File: src/hw/rtl/frnp_pkg.sv
// Shared constants, codes and types of the read-name parser.
package frnp_pkg;

    localparam int MAX_NAME_LEN = 255;
    localparam int POS_W        = $clog2(MAX_NAME_LEN + 1);
    localparam int FIFO_DEPTH   = 2;

    localparam logic [7:0] CH_SLASH = 8'h2F;
    localparam logic [7:0] CH_COLON = 8'h3A;
    localparam logic [7:0] CH_ONE   = 8'h31;
    localparam logic [7:0] CH_TWO   = 8'h32;
    localparam logic [7:0] CH_ZERO  = 8'h30;
    localparam logic [7:0] CH_NINE  = 8'h39;

    localparam logic [3:0] TOK1_COLONS = 4'd6;
    localparam logic [3:0] TOK2_COLONS = 4'd3;

    localparam logic [1:0] SCHEME_GENERIC = 2'd0;
    localparam logic [1:0] SCHEME_SINGLE  = 2'd1;
    localparam logic [1:0] SCHEME_PAIRED  = 2'd2;

    localparam logic [1:0] STATUS_OK       = 2'd0;
    localparam logic [1:0] STATUS_COLONS   = 2'd1;
    localparam logic [1:0] STATUS_FRAGMENT = 2'd2;
    localparam logic [1:0] STATUS_TOO_LONG = 2'd3;

    // Per-name summary passed from the scanner to the result stage
    typedef struct packed {
        logic             overflow;
        logic             lead_only;
        logic [POS_W-1:0] char_count;
        logic [POS_W-1:0] tok_start;
        logic [POS_W-1:0] tok_end;
        logic             colons_ok;
        logic             frag_ok;
        logic             frag_one;
        logic             suffix_pair;
        logic             suffix_second;
    } name_sum_t;

    function automatic logic is_ws(input logic [7:0] c);
        is_ws = (c == 8'h20) || ((c >= 8'h09) && (c <= 8'h0D));
    endfunction

    function automatic logic is_digit(input logic [7:0] c);
        is_digit = (c >= CH_ZERO) && (c <= CH_NINE);
    endfunction

endpackage

File: src/hw/rtl/frnp_scan.sv
// Front end: per-character scan of one read name into a summary request.
module frnp_scan (
    input  logic                clk,
    input  logic                rst_n,
    input  logic                take,
    input  logic [7:0]          name_char,
    input  logic                is_last_char,
    output logic                push,
    output frnp_pkg::name_sum_t sum
);
    import frnp_pkg::*;

    typedef enum logic [2:0] {
        PH_LEAD, PH_TOK1, PH_GAP, PH_TOK2, PH_TAIL
    } phase_t;

    typedef enum logic [1:0] {
        FR_AWAIT, FR_DIGITS, FR_OK, FR_BAD
    } frag_t;

    localparam logic [POS_W-1:0] MAX_POS = POS_W'(MAX_NAME_LEN);

    logic [POS_W-1:0] pos_reg, pos_next;
    phase_t           phase_reg, phase_next;
    logic [POS_W-1:0] start_reg, start_next;
    logic [POS_W-1:0] end_reg, end_next;
    logic [3:0]       col1_reg, col1_next;
    logic [3:0]       col2_reg, col2_next;
    logic [15:0]      prev_reg, prev_next;
    logic [1:0]       fval_reg, fval_next;
    frag_t            fprog_reg, fprog_next;
    logic             ovf_reg, ovf_next;

    logic             ws;
    logic             dig;
    logic             do_t1;
    logic             do_t2;
    logic [1:0]       dclamp;
    logic [POS_W-1:0] tok_len;

    assign ws     = is_ws(name_char);
    assign dig    = is_digit(name_char);
    assign dclamp = (name_char[3:0] > 4'd2) ? 2'd3 : name_char[1:0];

    always_comb
    begin
        pos_next   = pos_reg;
        phase_next = phase_reg;
        start_next = start_reg;
        end_next   = end_reg;
        col1_next  = col1_reg;
        col2_next  = col2_reg;
        prev_next  = prev_reg;
        fval_next  = fval_reg;
        fprog_next = fprog_reg;
        ovf_next   = ovf_reg;
        do_t1      = 1'b0;
        do_t2      = 1'b0;

        if (ovf_reg || (pos_reg >= MAX_POS))
        begin
            ovf_next = 1'b1;
        end
        else
        begin
            pos_next = pos_reg + 1'b1;
            unique case (phase_reg)
                PH_LEAD:
                begin
                    if (!ws)
                    begin
                        start_next = pos_reg;
                        phase_next = PH_TOK1;
                        do_t1      = 1'b1;
                    end
                end
                PH_TOK1:
                begin
                    if (ws)
                        phase_next = PH_GAP;
                    else
                        do_t1 = 1'b1;
                end
                PH_GAP:
                begin
                    if (!ws)
                    begin
                        phase_next = PH_TOK2;
                        do_t2      = 1'b1;
                    end
                end
                PH_TOK2:
                begin
                    if (ws)
                        phase_next = PH_TAIL;
                    else
                        do_t2 = 1'b1;
                end
                default:
                begin
                end
            endcase

            if (do_t1)
            begin
                if ((name_char == CH_COLON) && (col1_reg != 4'hF))
                    col1_next = col1_reg + 1'b1;
                prev_next = {prev_reg[7:0], name_char};
                end_next  = pos_reg + 1'b1;
            end

            if (do_t2)
            begin
                if ((name_char == CH_COLON) && (col2_reg != 4'hF))
                    col2_next = col2_reg + 1'b1;
                unique case (fprog_reg)
                    FR_AWAIT:
                    begin
                        if (dig)
                        begin
                            fval_next  = dclamp;
                            fprog_next = FR_DIGITS;
                        end
                        else
                        begin
                            fprog_next = FR_BAD;
                        end
                    end
                    FR_DIGITS:
                    begin
                        // A further digit after a nonzero value always exceeds two
                        if (dig)
                            fval_next = (fval_reg == 2'd0) ? dclamp : 2'd3;
                        else if ((name_char == CH_COLON) && (fval_reg == 2'd1 || fval_reg == 2'd2))
                            fprog_next = FR_OK;
                        else
                            fprog_next = FR_BAD;
                    end
                    default:
                    begin
                    end
                endcase
            end
        end
    end

    assign tok_len = end_next - start_next;
    assign push    = take && is_last_char;

    always_comb
    begin
        sum.overflow      = ovf_next;
        sum.lead_only     = (phase_next == PH_LEAD);
        sum.char_count    = pos_next;
        sum.tok_start     = start_next;
        sum.tok_end       = end_next;
        sum.colons_ok     = (col1_next == TOK1_COLONS) && (col2_next == TOK2_COLONS);
        sum.frag_ok       = (fprog_next == FR_OK);
        sum.frag_one      = (fval_next == 2'd1);
        sum.suffix_pair   = (tok_len >= POS_W'(2)) && (prev_next[15:8] == CH_SLASH)
                            && ((prev_next[7:0] == CH_ONE) || (prev_next[7:0] == CH_TWO));
        sum.suffix_second = (prev_next[7:0] == CH_TWO);
    end

    always_ff @(posedge clk or negedge rst_n)
    begin
        if (!rst_n)
        begin
            pos_reg   <= '0;
            phase_reg <= PH_LEAD;
            start_reg <= '0;
            end_reg   <= '0;
            col1_reg  <= '0;
            col2_reg  <= '0;
            prev_reg  <= '0;
            fval_reg  <= '0;
            fprog_reg <= FR_AWAIT;
            ovf_reg   <= 1'b0;
        end
        else if (take)
        begin
            if (is_last_char)
            begin
                // Drop per-name state once the summary is queued
                pos_reg   <= '0;
                phase_reg <= PH_LEAD;
                start_reg <= '0;
                end_reg   <= '0;
                col1_reg  <= '0;
                col2_reg  <= '0;
                prev_reg  <= '0;
                fval_reg  <= '0;
                fprog_reg <= FR_AWAIT;
                ovf_reg   <= 1'b0;
            end
            else
            begin
                pos_reg   <= pos_next;
                phase_reg <= phase_next;
                start_reg <= start_next;
                end_reg   <= end_next;
                col1_reg  <= col1_next;
                col2_reg  <= col2_next;
                prev_reg  <= prev_next;
                fval_reg  <= fval_next;
                fprog_reg <= fprog_next;
                ovf_reg   <= ovf_next;
            end
        end
    end

    assert property (@(posedge clk) disable iff (!rst_n)
        (phase_reg != PH_LEAD) |-> (end_reg > start_reg))
        else $error("token end not beyond token start");

    assert property (@(posedge clk) disable iff (!rst_n)
        (!ovf_reg) |-> (pos_reg <= MAX_POS))
        else $error("position ran past the name limit without overflow");

endmodule

File: src/hw/rtl/frnp_queue.sv
// Short queue of name summaries between the scanner and the result stage.
module frnp_queue (
    input  logic                clk,
    input  logic                rst_n,
    input  logic                push,
    input  frnp_pkg::name_sum_t wdata,
    input  logic                pop,
    output frnp_pkg::name_sum_t rdata,
    output logic                full,
    output logic                empty
);
    import frnp_pkg::*;

    localparam int PTR_W = (FIFO_DEPTH > 1) ? $clog2(FIFO_DEPTH) : 1;
    localparam int CNT_W = $clog2(FIFO_DEPTH + 1);
    localparam logic [PTR_W-1:0] LAST_PTR = PTR_W'(FIFO_DEPTH - 1);
    localparam logic [CNT_W-1:0] DEPTH_CNT = CNT_W'(FIFO_DEPTH);

    name_sum_t        mem_reg [FIFO_DEPTH];
    logic [PTR_W-1:0] wr_ptr_reg;
    logic [PTR_W-1:0] rd_ptr_reg;
    logic [CNT_W-1:0] cnt_reg;

    assign full  = (cnt_reg == DEPTH_CNT);
    assign empty = (cnt_reg == '0);
    assign rdata = mem_reg[rd_ptr_reg];

    always_ff @(posedge clk)
    begin
        if (push)
            mem_reg[wr_ptr_reg] <= wdata;
    end

    always_ff @(posedge clk or negedge rst_n)
    begin
        if (!rst_n)
        begin
            wr_ptr_reg <= '0;
            rd_ptr_reg <= '0;
            cnt_reg    <= '0;
        end
        else
        begin
            if (push)
                wr_ptr_reg <= (wr_ptr_reg == LAST_PTR) ? '0 : wr_ptr_reg + 1'b1;
            if (pop)
                rd_ptr_reg <= (rd_ptr_reg == LAST_PTR) ? '0 : rd_ptr_reg + 1'b1;
            if (push && !pop)
                cnt_reg <= cnt_reg + 1'b1;
            else if (pop && !push)
                cnt_reg <= cnt_reg - 1'b1;
        end
    end

    assert property (@(posedge clk) disable iff (!rst_n) !(push && full))
        else $error("push into full queue");

    assert property (@(posedge clk) disable iff (!rst_n) !(pop && empty))
        else $error("pop from empty queue");

endmodule

File: src/hw/rtl/frnp_finish.sv
// Back end: turns a name summary into the result and holds it for the receiver.
module frnp_finish (
    input  logic                clk,
    input  logic                rst_n,
    input  logic [1:0]          scheme,
    input  logic                sum_valid,
    input  frnp_pkg::name_sum_t sum,
    output logic                pop,
    output logic                out_valid,
    input  logic                out_ready,
    output logic [7:0]          base_start,
    output logic [7:0]          base_length,
    output logic                paired_flag,
    output logic                first_mate_flag,
    output logic [1:0]          parse_status
);
    import frnp_pkg::*;

    logic             out_valid_reg;
    logic [7:0]       start_reg;
    logic [7:0]       len_reg;
    logic             paired_reg;
    logic             first_reg;
    logic [1:0]       status_reg;

    logic [POS_W-1:0] start_c;
    logic [POS_W-1:0] len_c;
    logic [POS_W-1:0] tok_len;
    logic             paired_c;
    logic             first_c;
    logic [1:0]       status_c;

    assign pop     = sum_valid && (!out_valid_reg || out_ready);
    assign tok_len = sum.tok_end - sum.tok_start;

    always_comb
    begin
        start_c  = '0;
        len_c    = '0;
        paired_c = 1'b0;
        first_c  = 1'b1;
        status_c = STATUS_OK;
        priority if (sum.overflow)
        begin
            status_c = STATUS_TOO_LONG;
        end
        else if ((scheme == SCHEME_SINGLE) || (scheme == SCHEME_PAIRED))
        begin
            if (!sum.colons_ok)
                status_c = STATUS_COLONS;
            else if ((scheme == SCHEME_PAIRED) && !sum.frag_ok)
                status_c = STATUS_FRAGMENT;
            else
            begin
                start_c = sum.tok_start;
                len_c   = tok_len;
                if (scheme == SCHEME_PAIRED)
                begin
                    paired_c = 1'b1;
                    first_c  = sum.frag_one;
                end
            end
        end
        else if (sum.lead_only)
        begin
            len_c = sum.char_count;
        end
        else
        begin
            start_c = sum.tok_start;
            len_c   = tok_len;
            if (sum.suffix_pair)
            begin
                // Strip the mate suffix
                paired_c = 1'b1;
                first_c  = !sum.suffix_second;
                len_c    = tok_len - POS_W'(2);
            end
        end

        if (status_c != STATUS_OK)
        begin
            start_c  = '0;
            len_c    = '0;
            paired_c = 1'b0;
            first_c  = 1'b0;
        end
    end

    always_ff @(posedge clk or negedge rst_n)
    begin
        if (!rst_n)
            out_valid_reg <= 1'b0;
        else if (pop)
            out_valid_reg <= 1'b1;
        else if (out_ready)
            out_valid_reg <= 1'b0;
    end

    always_ff @(posedge clk)
    begin
        if (pop)
        begin
            start_reg  <= 8'(start_c);
            len_reg    <= 8'(len_c);
            paired_reg <= paired_c;
            first_reg  <= first_c;
            status_reg <= status_c;
        end
    end

    assign out_valid       = out_valid_reg;
    assign base_start      = start_reg;
    assign base_length     = len_reg;
    assign paired_flag     = paired_reg;
    assign first_mate_flag = first_reg;
    assign parse_status    = status_reg;

    assert property (@(posedge clk) disable iff (!rst_n)
        (out_valid_reg && (status_reg != STATUS_OK)) |->
        (start_reg == 8'd0 && len_reg == 8'd0 && !paired_reg && !first_reg))
        else $error("failed name carries nonzero fields");

    assert property (@(posedge clk) disable iff (!rst_n)
        (out_valid_reg && !out_ready) |=> out_valid_reg)
        else $error("stalled result lost");

endmodule

File: src/hw/rtl/fastq_read_name_parser_top.sv
// Top level of the read-name parser: config register, scanner, queue, result stage.
//
// Usage:
//   Input channel (in_valid/in_ready): one byte of a read name per request,
//   name_char, with is_last_char high on the final byte of the name.
//   Output channel (out_valid/out_ready): one result per name, base_start,
//   base_length, paired_flag, first_mate_flag and parse_status.
//   cfg_we/cfg_wdata write name_scheme; write it only while no name is in flight.
// Throughput: one byte per cycle while in_ready is high, set by the scanner's per-byte update.
// Path: the summary of the last accepted byte is written into the queue, and moves
//   into the output register once that register is free or being emptied.
// Reset: name_scheme returns to the generic scheme and all per-name state
//   clears; no result is pending.
// Stall: while out_ready is low the result holds; the two-entry queue keeps
//   taking names, and in_ready falls only when the queue is full.
module fastq_read_name_parser_top (
    input  logic       clk,
    input  logic       rst_n,
    input  logic       cfg_we,
    input  logic [1:0] cfg_wdata,
    input  logic       in_valid,
    output logic       in_ready,
    input  logic [7:0] name_char,
    input  logic       is_last_char,
    output logic       out_valid,
    input  logic       out_ready,
    output logic [7:0] base_start,
    output logic [7:0] base_length,
    output logic       paired_flag,
    output logic       first_mate_flag,
    output logic [1:0] parse_status
);
    import frnp_pkg::*;

    logic       scheme_reg;
    logic [1:0] scheme_q_reg;
    logic       take;
    logic       push;
    logic       pop;
    logic       full;
    logic       empty;
    name_sum_t  sum_in;
    name_sum_t  sum_out;

    always_ff @(posedge clk or negedge rst_n)
    begin
        if (!rst_n)
        begin
            scheme_q_reg <= SCHEME_GENERIC;
            scheme_reg   <= 1'b0;
        end
        else if (cfg_we)
        begin
            scheme_q_reg <= cfg_wdata;
            scheme_reg   <= 1'b1;
        end
    end

    assign in_ready = !full;
    assign take     = in_valid && in_ready;

    frnp_scan u_scan (
        .clk          (clk),
        .rst_n        (rst_n),
        .take         (take),
        .name_char    (name_char),
        .is_last_char (is_last_char),
        .push         (push),
        .sum          (sum_in)
    );

    frnp_queue u_queue (
        .clk   (clk),
        .rst_n (rst_n),
        .push  (push),
        .wdata (sum_in),
        .pop   (pop),
        .rdata (sum_out),
        .full  (full),
        .empty (empty)
    );

    frnp_finish u_finish (
        .clk             (clk),
        .rst_n           (rst_n),
        .scheme          (scheme_q_reg),
        .sum_valid       (!empty),
        .sum             (sum_out),
        .pop             (pop),
        .out_valid       (out_valid),
        .out_ready       (out_ready),
        .base_start      (base_start),
        .base_length     (base_length),
        .paired_flag     (paired_flag),
        .first_mate_flag (first_mate_flag),
        .parse_status    (parse_status)
    );

    assert property (@(posedge clk) disable iff (!rst_n)
        (!scheme_reg) |-> (scheme_q_reg == SCHEME_GENERIC))
        else $error("scheme changed without a write");

endmodule

File: config.mk
export PLATFORM = sky130hd
export DESIGN_NAME = fastq_read_name_parser_top
export DESIGN_NICKNAME = d
export VERILOG_FILES = /design/src/hw/rtl/frnp_pkg.sv /design/src/hw/rtl/frnp_scan.sv /design/src/hw/rtl/frnp_queue.sv /design/src/hw/rtl/frnp_finish.sv /design/src/hw/rtl/fastq_read_name_parser_top.sv
export SDC_FILE = /design/constraint.sdc
export NUM_CORES = 1
export LEC_CHECK = 0
export ABC_AREA = 1
export BUFFER_PORTS_ARGS = -buffer_cell sky130_fd_sc_hd__buf_2
export CORE_UTILIZATION = 52
export CTS_CLUSTER_SIZE = 12
export DETAILED_ROUTE_END_ITERATION = 10
export PLACE_DENSITY = 0.75
export SETUP_SLACK_MARGIN = 0.05
export SLEW_MARGIN = 30
export SYNTH_ARGS = -nofsm -noshare
export SYNTH_HDL_FRONTEND = slang
export SYNTH_SLANG_ARGS = --single-unit
File: constraint.sdc
create_clock -name clk -period 2.8 [get_ports clk]
set_input_delay 0.14 -clock clk [delete_from_list [all_inputs] [get_ports clk]]
set_output_delay 0.14 -clock clk [all_outputs]
set_load 0.01 [all_outputs]
Yosys cells after proc, flatten, opt, wreduce, memory -nomap -nowiden
Memories as Yosys holds them, arrays and structs flattened.
Cells that the tools add are included.
{ "word_totals": {"memories": 1, "ff_bits": 83, "inputBits": 16, "mem_bits_ro": 0, "ram_bits": 62, "word_cells": 179, "latch_bits": 0, "out_inout_bits": 22} }
{ "memory_table": {"columns": ["name", "words", "width", "read_ports", "rd_ports_with_merged_regs", "write_ports", "line", "text"], "rows": [
  ["u_queue.mem_reg", 2, 31, 1, 0, 1, "frnp_queue.sv:19", "name_sum_t mem_reg [FIFO_DEPTH];"]
]} }
{ "classes": {"n_bitwise": 0, "div_mod_pow": 0, "shift": 0, "n_eq_ne": 20, "magnitude_cmp": 7, "multipliers": 0, "n_addsub": 10, "mux": 83, "n_reduce_logical": 38} }
{ "op_table": {"columns": ["operator", "n"], "rows": [
  ["2-to-1 mux 8 bit", 18],
  ["2-to-1 mux 16 bit", 3],
  ["== test 8 x 6 -> 1 bit (second input constant)", 5],
  ["2-to-1 mux 2 bit", 18],
  ["2-to-1 mux 4 bit", 8],
  ["2-to-1 mux 1 bit", 27],
  ["2-to-1 mux 3 bit", 6],
  ["subtractor 8 bit", 2],
  ["logical AND 1 bit", 14],
  ["one-hot mux 3 bit (4 select lines)", 1],
  ["adder 4 x 1 -> 4 bit (second input constant)", 2],
  ["adder 8 x 1 -> 8 bit (second input constant)", 1],
  ["== test 2 x 1 -> 1 bit (second input constant)", 4],
  ["== test 2 bit (second input constant)", 4],
  [">= comparator 8 x 2 -> 1 bit (second input constant)", 1],
  [">= comparator 8 x 4 -> 1 bit (second input constant)", 1],
  [">= comparator 8 x 6 -> 1 bit (second input constant)", 1],
  [">= comparator 8 bit (second input constant)", 1],
  ["less-or-equal comparator 8 x 4 -> 1 bit (second input constant)", 1],
  ["less-or-equal comparator 8 x 6 -> 1 bit (second input constant)", 1],
  ["inequality test 4 bit (second input constant)", 2],
  ["one-hot mux 2 bit (2 select lines)", 2],
  ["subtractor 8 x 2 -> 8 bit (second input constant)", 1],
  ["zero test 1 bit", 7],
  ["13 further kinds", 27]
]} }

Longest topological paths before layout
{ "depth": {"word_depth": 12, "depth_mapped": 21, "ltp_nobuf": 21} }

Modules after synthesis
From an unflattened synthesis, not the netlist that was laid out.
{ "hier_totals": {"cells_unflattened": 877, "area_unflattened_um2": 8154.1} }
{ "by_module_without_submodules": {"columns": ["module", "n_inst", "cells_each", "seq_area_each_um2", "area_each_um2"], "rows": [
  ["frnp_scan", 1, 534, 1401.3, 3876.2],
  ["frnp_queue", 1, 122, 1961.9, 2597.5],
  ["frnp_finish", 1, 208, 625.6, 1589.0],
  ["fastq_read_name_parser_top", 1, 13, 50.0, 91.3]
]} }

Worst setup path after synthesis
Ideal clock, no wire load.
{ "synth_timing": {"kind": "register to register", "startpoint": "register u_queue.rd_ptr_reg", "endpoint": "register u_finish.len_reg[6] (netlist: u_finish.base_length[6]), data pin", "n_path_buf": 2, "t_required_ns": 2.541, "stages_incl_launch_ff": 14, "synth_period_minus_slack_ns": 3.025, "setup_time_ns": 0.259, "arrival_time_ns": 2.766, "slack_ns": -0.225, "cell_sequence": "dfrtp_1 -> buf_2 -> buf_1 -> mux2i_1 -> ha_1 -> nand3_1 -> nand2_1 -> xor2_1 -> inv_1 -> nor4_1 -> nand3_1 -> xor2_1 -> a21oi_1 -> nor2_1"} }
{ "synth_between": {"elab_chain_cells": 9, "word_cells_on_any_way": 16, "cone_classes": "2 x add/sub; 9 x mux; 4 x reduce/logical; 1 x memory"} }
{ "synth_rtl": {"columns": ["item", "line", "text"], "rows": [
  ["start, declared", "frnp_queue.sv:21", "logic [PTR_W-1:0] rd_ptr_reg;"],
  ["start signal, assigned", "frnp_queue.sv:47", "rd_ptr_reg <= (rd_ptr_reg == LAST_PTR) ? '0 : rd_ptr_reg + 1'b1;"],
  ["memory read (2 x 31 bit) *", null, null],
  ["branches (longest 8 deep; another with subtractor 8 bit)", null, null],
  ["end signal, assigned", "frnp_finish.sv:105", "len_reg <= 8'(len_c);"],
  ["end, declared", "frnp_finish.sv:21", "logic [7:0] len_reg;"]
]} }
Every way passes the cells marked *.
A chain may end at the register's enable or synchronous reset.

==> impl_metrics.yaml <==
worst_setup_path:
  critPathCaptureType: "flip-flop"
  reg2reg_depth: 16
  cp_top_family: "compound AO/OA/AOI/OAI gates"
  arrival_ns: 3.05
  slowest_delay_ns: 0.39
  cp.depth: 16
  crit_type: "flip-flop to flip-flop"
  cp-start-kind: "flip-flop"
  crit_buf_inv: 1
  crit_path_max_fanout: 5
  slowest_stage: "dfrtp_1"
  crit_path_cell_trace: "ha_2 > nand2_2 > nor2_4 > a21oi_4 > buf_6 > nand3_4 > o21ai_2 > ha_4 > a21oi_2 > o21bai_2 > a21oi_2 > nand3_2 > nand2_1 > nand2_1 > nor2_1 > nor2_1"
  crit_required_ns: 2.96
yosys:
  synth_area_leader_cell: "edfxtp_1"
  netlist_top_cells_area: "edfxtp_1, dfrtp_1, nand2_1, inv_1, o21ai_0"
  synth_top_cell_area_share: 0.330
  synth_seq_cells: 145
  syn_nets: 838
  synth_ff_type: "edfxtp_1"
  yosys_warnings: 0
  async_reset_ff_frac: 0.434
  synth_mux_area_frac: 0.0176
  synth_edf_count: 82
  netlist_area_um2: 7470
  synth_compound_area_frac: 0.110
  synth_xor_area_frac: 0.0340
  synthCells: 801
  yosys.area_share.simple: 0.183
  synth_top_family_by_area: "simple AND/OR/NAND/NOR gates"
  synth_area_per_cell_um2: 9.32
  seq_area_frac_synth: 0.541
  synthAdderAreaFrac: 0.0362
  ys_types: 51
hold_path:
  holdPathStages: 3
  hold_class: "primary input to flip-flop"
layout:
  nets: 962
  largest_reg_flops: 62
  antenna_cells: 0
  n_fill_cell: 996
  final_common_cell: "nand2_1"
  area.growth.synth_to_final_pct: 27.4
  final_cell_mix: "nand2_1, inv_1, edfxtp_1"
  drive_above_1_share: 0.286
detailed_routing:
  routed_wl_mm: 18.7
  dr_total_vias: 6224
  drtIter0Drc: 477
  wl_per_cell_um: 16.7
  firstDrtPassIters: 5
  drtAntennaViolNets: 0
  remaining_drc_errors: 0
  via_per_inst: 5.57
global_routing:
  overflow: 0
  grt_pass1_wl_mm: 28.4
  grt_max_degree: 53
  grt_pass1_vias: 5876
  grt.total_usage: 0.252
  antenna_found_initial: 0
pwr:
  peakVddDrop_mv: 0.556
  finalPower_mw: 11.3
  power_density_nw_per_um2: 1190
  power.leakage_nw: 4.27
outcome:
  status: "complete, but fails checks"
  violations: "setup timing"
floorplanning:
  die_h_um: 122
  die_w_um: 122
  design.core.area_um2: 13900
  dieArea_um2: 14800
  num_rows: 43
  floorplan.initialDensity: 0.536
  pin_count: 38
sta:
  clock_skew_ns: 0.0112
  hold_ws_ns: 0.0975
  finalSetupViolCount: 2
  rsz0062_at_grt: "yes"
  final_hold_viol_count: 0
  tns_ns: -0.156
  max_slew_margin: 0.505
  fin_ws_ns: -0.0813
  clock.fmax_mhz: 347
  final.min_clock_period_ns: 2.88
  drv_slew: 0
  worstMarginPinSlew_ns: 0.734
  period_share: 1.03
placed_design:
  hpwl_mm: 11.7
  pre_cts_ws_ns: -0.120
  gp_congestion: 0.918
  portBuffers: 37
cts:
  path_clk_slew_ns: 0.06
  cts.sinks: 145
  clock_latency_ns: 0.43
  cts_made_buffers: 17
  cts_tree: "done"
  clockBufferDepth: 2
  htree_num_levels: 4
  cts-root-buf: "clkbuf_16"
job:
  maxCapViolCount: 0
## where the power goes
group	total, mW	leakage (nW)	switching, mW	internal, mW
sequential	3.14	1.62	0.194	2.95
combinational	6.02	2.39	3.52	2.51
clock	2.17	0.259	0.871	1.30
total	11.3	4.27	4.58	6.76
## synth_stat cells (2+ instances only)
master / number
nand2_1: 160
nand3b_1: 2
a21oi_1: 22
nor3_1: 6
ha_1: 20
o21bai_1: 2
nor4_1: 5
xor2_1: 22
nand3_1: 30
mux2i_1: 12
buf_6: 5
nand3_2: 3
o21ai_2: 2
nor2_2: 5
or2_2: 2
o22ai_1: 33
buf_1: 5
nor2_4: 2
inv_1: 113
clkbuf_1: 10
dfrtp_1: 63
edfxtp_1: 82
nand2_2: 4
nand4_1: 15
nor2_1: 62
inv_2: 4
buf_2: 3
o31ai_1: 3
xnor2_1: 7
a31oi_1: 3
o21ai_0: 67
a32oi_1: 2
clkinv_1: 2
nand2_4: 3
o21ai_1: 4
## through the flow
stage,util,cell area (um2),cells
after global routing,0.683,9510,1117
after CTS,0.651,9070,1103
after detailed placement,0.593,8260,1053
after floorplan,-,7560,801
after global placement,0.593,8260,1053
final,0.683,9510,1117
## kinds of logic (layout without fill, tap and decap cells)
family / after synthesis / count (layout)
simple gates: 305 / 306
mux: 13 / 13
buf+inv: 143 / 278
xor+xnor: 29 / 29
compound gates: 145 / 145
flops: 145 / 145
fa+ha+maj: 21 / 21
## worst reg2reg max path, stage by stage (launching register included)
cell      delay, ns
dfrtp_1        0.39
ha_2           0.20
nand2_2        0.10
nor2_4         0.06
a21oi_4        0.20
buf_6          0.15
nand3_4        0.12
o21ai_2        0.26
ha_4           0.27
a21oi_2        0.21
o21bai_2       0.12
a21oi_2        0.19
nand3_2        0.09
nand2_1        0.07
nand2_1        0.04
nor2_1         0.08
nor2_1         0.06
## layout make-up
| cell class | count | area (um2) | area share |
|---|---|---|---|
| Sequential cell | 145 | 4040 | 0.425 |
| Multi-Input combinational cell | 514 | 3310 | 0.348 |
| Timing Repair Buffer | 127 | 925 | 0.0972 |
| Inverter | 119 | 449 | 0.0472 |
| Clock buffer | 21 | 440 | 0.0463 |
| Tap cell | 180 | 225 | 0.0237 |
| Clock inverter | 10 | 114 | 0.0120 |
| Timing Repair inverter | 1 | 7.51 | 0.000789 |
## path summary, 6_finish.rpt
check	start	endpoint	slack, ns
worst max-delay path	u_scan.pos_reg[1]$_DFFE_PN0P_	u_queue.mem_reg[1][1]$_DFFE_PP_	-0.08
worst min register to register	u_queue.cnt_reg[0]$_DFFE_PN0P_	u_queue.cnt_reg[0]$_DFFE_PN0P_	0.47
max in group asynchronous	rst_n	u_queue.rd_ptr_reg$_DFFE_PN0P_	1.60
worst max register to register	u_scan.pos_reg[1]$_DFFE_PN0P_	u_queue.mem_reg[1][1]$_DFFE_PP_	-0.08
min in group asynchronous	rst_n	u_scan.prev_reg[9]$_DFFE_PN0P_	0.24
worst min-delay path	name_char[7]	u_scan.prev_reg[7]$_DFFE_PN0P_	0.1
## routing by layer
layer | vias up | global-route usage | part of all wire
li1 | 2936 | - | -
met3 | 71 | 0.0571 | 0.048
met4 | 0 | 0.117 | 0.040
met1 | 2971 | 0.310 | 0.42
met5 | - | 0 | 0
met2 | 246 | 0.421 | 0.49
## what timing repair did
item / in CTS / in global routing
pin swaps: 12 / 58
hold buffers: 7 / 0
endpoints found under the hold margin: 27 / 0
setup buffers: 10 / 15
gates resized for setup: 29 / 78
gates cloned: 2 / 0
endpoints found under the setup margin: 6 / 9
(Power assumes the default switching activity.)
